==> config.mk <==
export PLATFORM = sky130hd
export DESIGN_NAME = smv_product
export DESIGN_NICKNAME = d
export VERILOG_FILES = /design/src/smv_pkg.sv /design/src/smv_product.sv
export SDC_FILE = /design/constraint.sdc
export NUM_CORES = 2
export LEC_CHECK = 0
export ABC_AREA = 1
export ABC_CLOCK_PERIOD_IN_PS = 2000
export BUFFER_PORTS_ARGS = -buffer_cell sky130_fd_sc_hd__buf_4
export CORE_MARGIN = 4
export CORE_UTILIZATION = 45
export DETAILED_ROUTE_END_ITERATION = 10
export HOLD_SLACK_MARGIN = 0.03
export SLEW_MARGIN = 5
export SYNTH_ARGS = -nofsm -noshare
export SYNTH_HDL_FRONTEND = slang
export SYNTH_SLANG_ARGS = --single-unit
==> constraint.sdc <==
create_clock -name clk -period 2 [get_ports clk]
set_input_delay 0.4 -clock clk [delete_from_list [all_inputs] [get_ports clk]]
set_output_delay 0.4 -clock clk [all_outputs]
set_load 0.02 [all_outputs]
==> src/smv_pkg.sv <==
`timescale 1ns / 1ps
`default_nettype none

package smv_pkg;

	// Default geometry and number format
	localparam int VectorDepth   = 1024;
	localparam int FractionBits  = 16;
	localparam int IndexWidth    = 10;
	localparam int ValueWidth    = 32;
	localparam int RowIndexWidth = 16;
	localparam int ModeWidth     = 3;
	localparam int OpWidth       = 2;

	// Item operation codes
	localparam logic [OpWidth-1:0] OP_LOAD    = 2'd0;
	localparam logic [OpWidth-1:0] OP_NONZERO = 2'd1;
	localparam logic [OpWidth-1:0] OP_EMPTY   = 2'd2;

	// Semiring selection; unlisted codes act as plus-times
	localparam logic [ModeWidth-1:0] MODE_PLUS_TIMES = 3'd0;
	localparam logic [ModeWidth-1:0] MODE_MIN_PLUS   = 3'd1;
	localparam logic [ModeWidth-1:0] MODE_MAX_TIMES  = 3'd2;
	localparam logic [ModeWidth-1:0] MODE_OR_AND     = 3'd3;
	localparam logic [ModeWidth-1:0] MODE_MAX_PLUS   = 3'd4;

	localparam logic signed [ValueWidth-1:0] FixMax = 32'sh7fff_ffff;
	localparam logic signed [ValueWidth-1:0] FixMin = 32'sh8000_0000;

	// Control that travels along the pipeline with each item
	typedef struct packed {
		logic               valid;
		logic [OpWidth-1:0] op;
		logic               last;
	} smv_ctrl_t;

	// Saturating signed add
	function automatic logic signed [ValueWidth-1:0] sat_add(
		input logic signed [ValueWidth-1:0] a,
		input logic signed [ValueWidth-1:0] b
	);
		logic signed [ValueWidth:0] s;
		s = {a[ValueWidth-1], a} + {b[ValueWidth-1], b};
		if (s[ValueWidth] != s[ValueWidth-1]) begin
			return s[ValueWidth] ? FixMin : FixMax;
		end
		return s[ValueWidth-1:0];
	endfunction

	// Additive identity of a semiring
	function automatic logic signed [ValueWidth-1:0] identity_of(
		input logic [ModeWidth-1:0] mode
	);
		logic signed [ValueWidth-1:0] r;
		unique case (mode)
			MODE_MIN_PLUS:  r = FixMax;
			MODE_MAX_TIMES: r = FixMin;
			MODE_MAX_PLUS:  r = FixMin;
			default:        r = '0;
		endcase
		return r;
	endfunction

	// Semiring addition; one is the fixed-point 1.0
	function automatic logic signed [ValueWidth-1:0] sr_add(
		input logic [ModeWidth-1:0]         mode,
		input logic signed [ValueWidth-1:0] a,
		input logic signed [ValueWidth-1:0] b,
		input logic signed [ValueWidth-1:0] one
	);
		logic signed [ValueWidth-1:0] r;
		unique case (mode)
			MODE_MIN_PLUS:  r = (a < b) ? a : b;
			MODE_MAX_TIMES: r = (a > b) ? a : b;
			MODE_MAX_PLUS:  r = (a > b) ? a : b;
			MODE_OR_AND:    r = (a != '0 || b != '0) ? one : '0;
			default:        r = sat_add(a, b);
		endcase
		return r;
	endfunction

endpackage

`default_nettype wire

==> src/smv_product.sv <==
`timescale 1ns / 1ps
`default_nettype none

module smv_product #(
	parameter int FRACTION_BITS = smv_pkg::FractionBits
) (
	input  wire logic                                   clk,
	input  wire logic                                   arst_n,
	input  wire logic                                   advance,
	input  wire logic [smv_pkg::ModeWidth-1:0]          mode,
	input  wire smv_pkg::smv_ctrl_t                     ctrl_s1,
	input  wire logic signed [smv_pkg::ValueWidth-1:0]  mat_s1,
	input  wire logic signed [smv_pkg::ValueWidth-1:0]  vec_s1,
	output smv_pkg::smv_ctrl_t                          ctrl_s3,
	output logic signed [smv_pkg::ValueWidth-1:0]       prod_s3
);

	localparam int W  = smv_pkg::ValueWidth;
	localparam int PW = 2 * W;
	localparam logic signed [W-1:0] FixOne = W'(1) << FRACTION_BITS;

	smv_pkg::smv_ctrl_t   ctrl_s2;
	logic signed [PW-1:0] mul_s2;
	logic signed [W-1:0]  alt_s2;
	logic signed [PW-1:0] mul_shift;
	logic signed [W-1:0]  mul_sat;
	logic                 use_mul;

	// Advance control of stages two and three
	always_ff @(posedge clk or negedge arst_n) begin
		if (!arst_n) begin
			ctrl_s2 <= '0;
			ctrl_s3 <= '0;
		end else if (advance) begin
			ctrl_s2 <= ctrl_s1;
			ctrl_s3 <= ctrl_s2;
		end
	end

	// Stage two: full product, plus the saturated sum or logical and
	always_ff @(posedge clk) begin
		if (advance) begin
			mul_s2 <= PW'(mat_s1) * PW'(vec_s1);
			if (mode == smv_pkg::MODE_OR_AND) begin
				alt_s2 <= (mat_s1 != '0 && vec_s1 != '0) ? FixOne : '0;
			end else begin
				alt_s2 <= smv_pkg::sat_add(mat_s1, vec_s1);
			end
		end
	end

	// Floor shift of the product, then saturate to the value width
	always_comb begin
		mul_shift = mul_s2 >>> FRACTION_BITS;
		if (mul_shift[PW-1:W-1] == '0 || mul_shift[PW-1:W-1] == '1) begin
			mul_sat = mul_shift[W-1:0];
		end else begin
			mul_sat = mul_shift[PW-1] ? smv_pkg::FixMin : smv_pkg::FixMax;
		end
		use_mul = !(mode == smv_pkg::MODE_MIN_PLUS || mode == smv_pkg::MODE_OR_AND ||
			mode == smv_pkg::MODE_MAX_PLUS);
	end

	// Stage three: semiring product
	always_ff @(posedge clk) begin
		if (advance) begin
			prod_s3 <= use_mul ? mul_sat : alt_s2;
		end
	end

endmodule

`default_nettype wire

After elaboration in Yosys (flattened, before gate mapping)

Cells that the tools add are included.

Add/subtract/negate cells: 1
$mul: 1
Div/mod/pow operators: 0
$lt $le $gt $ge: 0
Equal/unequal tests: 5
Shift-type cells: 0
Muxes and demuxes: 11
Bitwise gates (word level): 0
Reduce and logical (&&, ||, !) cells: 7

Operators with widths:

| operator                                             | number |
|---|---|
| two-way mux 32 bit                                   | 7 |
| multiplier 32 x 32 -> 64 bit                         | 1 |
| nonzero test 32 bit                                  | 2 |
| adder 32 x 32 -> 33 bit                              | 1 |
| equality test 33 bit (second input constant)         | 1 |
| zero test 33 bit                                     | 1 |
| two-way mux 17 bit                                   | 1 |
| equality test 3 x 1 -> 1 bit (second input constant) | 1 |
| equality test 3 x 2 -> 1 bit (second input constant) | 1 |
| equality test 3 bit (second input constant)          | 1 |
| logical OR 1 bit                                     | 3 |
| two-way mux 1 bit                                    | 3 |
| logical AND 1 bit                                    | 1 |
| inequality test 1 bit                                | 1 |

Flip-flop bits (word level): 136
Latch bits: 0
RAM bits: 0
ROM bits: 0
Output and inout bits: 36
Word-level logic and storage cells: 34
Memories kept: 0

Longest topological paths before layout

Depth in word-level cells: 7
Gate-level depth with buffers: 31
Gate-level depth less buffers: 30

Worst setup path after synthesis

Ideal clock, no wire load.

Kind: input port to flip-flop
From: input port mat_s1[31] (netlist bit)
To: register mul_s2[57], data pin
Setup time: 0.252 ns
Arrival time: 7.313 ns
Setup slack: -5.565 ns
Stages on the path: 26
Cells stage by stage: clkbuf_1 clkbuf_1 nand2_1 inv_1 fa_1 fa_1 fa_1 inv_1 fa_1 inv_1 fa_1 inv_1 fa_1 fa_1 fa_1 inv_1 ha_1 nand2_1 nor2_1 inv_1 nor2_1 inv_1 nor4_1 nand2_1 nand3_1 nand2_1

Word-level cells in the longest chain between the ends: 1

RTL lines:

| item                         | RTL line          | source |
|---|---|---|
| from (decl)                  | smv_product.sv:12 | `input wire logic signed [smv_pkg::ValueWidth-1:0] mat_s1,` |
| multiplier 32 x 32 -> 64 bit | smv_product.sv:43 | `mul_s2 <= PW'(mat_s1) * PW'(vec_s1);` |
| to (signal assigned)         | smv_product.sv:43 |  |
| to (decl)                    | smv_product.sv:23 | `logic signed [PW-1:0] mul_s2;` |

Every way passes these cells.
A chain may end at the register's enable or synchronous reset.

Final worst setup path

From: input port vec_s1[31] (netlist bit)
To: register mul_s2[60], data pin

Word-level cells in the longest chain between the ends: 1

RTL lines:

| item                         | RTL line          | source |
|---|---|---|
| from (decl)                  | smv_product.sv:13 | `input wire logic signed [smv_pkg::ValueWidth-1:0] vec_s1,` |
| multiplier 32 x 32 -> 64 bit | smv_product.sv:43 |  |

Every way passes these cells.

==> results.txt <==
GRT Residual Overflow -> 0
Simple-Gate Fraction of Synth Area -> 17.5%
RSZ-0062 raised after global routing -> true
status -> complete, but fails checks
FF+latch area -> 0.00356 mm2
count of TritonRoute iterations in the first routing pass -> 6
EDFF count, synth -> 112
num rows -> 115
mux contribution to synthesized area -> 0%
Final Skew -> 10.4 ps
largest net degree at the start of global routing -> 40
Compound-Gate Fraction of Synth Area -> 3.16%
maximum clock insertion buffer count -> 2
Synth Cell Area -> 0.0448 mm2
WS Path Type -> in2reg
die area -> 0.105 mm2
post-synthesis cell type count -> 40
vias post-DR -> 38400
Post-DP HPWL -> 128000 um
Post-Synth Adder-Cell Area -> 54.3%
Final #Nets -> 7805
I/O pin total -> 110
critical path data arrival time -> 6700 ps
CTS tree -> built
number of synthesized register bits -> 120
Via-to-Cell Ratio -> 4.96
ys async rst share -> 6.67%
number of DRC markers in iteration 0 -> 2748
Critical Path End Type -> flop
CORE AREA -> 0.0986 mm2
P&R area growth vs syn -> 35.2%
CTS root buffer -> clkbuf_16
hold slack -> 199 ps
hold crit path type -> in2reg
Seq/Total Area, Yosys -> 7.95%
max capacitance violation total -> 0
multi-input logic area -> 0.0382 mm2
WP data required -> 2160 ps
Least-Margin Pin Slew -> 418 ps
Worst setup SP type -> input pin
fin worst setup slack -> -4540 ps
DP Worst Slack -> -5290 ps
Port Buffers -> 109
Skew-Pair Late Insertion Delay -> 420 ps
final period utilization -> 327%
Syn Area/Cell -> 7.98 um2
htree depth -> 4
Synth area leaders -> fa_1 48%, inv_1 14%, nand2_1 12%
Most used DFF post-synth -> edfxtp_1
drt drc -> 0
post-synthesis xor/xnor area fraction -> 0.919%
fmax -> 0.153 GHz
drt wl/cell -> 20.0 um
Final min period -> 6540 ps
crit path max fanout -> 8
TritonCTS buffer count -> 17
Total GRT Usage -> 29.6%
initial antenna violation count -> 2
WL final -> 155000 um
failing checks -> negative setup slack
Ys Warns -> 0
CTS clk-pin slew, worst paths -> 50 ps
Setup Viol. Count Final -> 80
Max-Slew Margin vs Limit -> 71.9%
die height -> 324 um
Setup TNS Final -> -229320 ps
cell accounting for the most synthesized area -> fa_1
clk sink count -> 120
combinational family with the most area after synthesis -> adder cells
Die Wd -> 324 um
Initial Util -> 45.5%
Placer Congestion -> 0.954
final hold vios -> 0
Synth top area share -> 48.3%
Filler cells -> 8547
Final ANT Viol Nets -> 0
vias in the first global route -> 40700
Finished Cell Area -> 0.0606 mm2
Cells after Synth -> 5616
Area after DPL -> 0.0537 mm2
layout cell share with drive strength beyond 1 -> 29.3%
first-pass GRT wire length -> 234000 um
syn nets -> 6985
fin. max-slew vios -> 0
layout make-up:
type	instances	share of cell area [%]
Antenna cell	2	0.00827
Multi-Input combinational cell	3567	63.0
Tap cell	1287	2.66
Clock inverter	13	0.295
Timing Repair Buffer	1016	16.7
Sequential cell	120	5.88
Clock buffer	19	0.715
Timing Repair inverter	1	0.0103
Inverter	1713	10.7
logic make-up after synthesis:
kind of cell | Yosys count
xor+xnor | 47
flops | 120
compound gates | 262
fa+ha+maj | 1295
simple gates | 1963
buf+inv | 1929
Yosys cell counts, types with 26 or more instances:
| library cell | instances |
|---|---|
| xor2_1 | 36 |
| fa_1 | 1082 |
| ha_1 | 213 |
| inv_1 | 1712 |
| edfxtp_1 | 112 |
| nor4_1 | 27 |
| nand2_1 | 1478 |
| nand3_1 | 113 |
| nor2_1 | 253 |
| nand4_1 | 26 |
| o21ai_0 | 70 |
| a21oi_1 | 147 |
| clkbuf_1 | 207 |
flip-flops by register name, summed over array words and instances (netlist names):
| signal | count |
|---|---|
| mul_s2 | 48 |
| alt_s2 | 32 |
| prod_s3 | 32 |
| ctrl_s2 | 4 |
| ctrl_s3 | 4 |
metrics by stage:
step | util [%] | cells
3_3_place_gp | 54.5 | 7539
5_1_grt | 61.4 | 7738
4_1_cts | 58.1 | 7652
6_report | 61.4 | 7738
2_1_floorplan | - | 5616
3_5_place_dp | 54.5 | 7539
cells in the final DEF, fill, tap and decap left out, types with 82 or more instances in the layout:
cell type	count
buf_6	120
nor2_1	137
ha_1	145
nand2_1	1287
nand2_4	82
fa_1	983
fa_2	99
buf_12	93
buf_4	737
edfxtp_1	112
inv_1	1572
nand2_2	110
inv_2	129
critical path: stages:
cell and delay (ps):
buf_8 90, clkinv_8 90, buf_8 140, or2_4 220, fa_1 480, fa_1 510, inv_2 40, fa_1 540
fa_2 480, fa_2 620, fa_1 450, fa_2 490, fa_2 610, ha_4 240, buf_6 130, a21oi_4 200
buf_6 130, o21ai_4 70, a21oi_2 230, o21ai_2 130, a21oi_4 200, nand2_1 70, nand2_1 60, nand2_1 60
timing repair:
item                                   in CTS  in global routing
setup endpoints to repair                  80                111
setup buffers                              68                 73
endpoints found under the hold margin       8                  0
pin swaps                                 234                283
hold buffers                                1                  0
gates resized for setup                   620                587
cloned                                     12                 16
per-layer routing:
layer  vias to the layer above  GRT usage [%]  share of wire [%]
met5                         -              0                  0
met4                         0           9.37                4.3
met3                       295           2.80                5.7
met2                      1156           52.2                 49
met1                     19400           38.8                 41
li1                      17500              -                  -
final timing paths:
| kind | from | to | slack (ps) | depth (start not counted) |
|---|---|---|---|---|
| max | vec_s1[31] | mul_s2[60] | -4540 | 24 |
| min | ctrl_s1[3] | ctrl_s2[3] | 200 | 3 |
| max reg2reg | mul_s2[58] | prod_s3[27] | 120 | 8 |
| min reg2reg | ctrl_s2[1] | ctrl_s3[1] | 510 | 2 |
| max in group asynchronous | arst_n | ctrl_s2[3] | 1500 | 2 |
| min in group asynchronous | arst_n | ctrl_s3[0] | 370 | 2 |
Power is not shown: default switching activity piles up to over one toggle a cycle in this logic, so the estimate is an artifact.
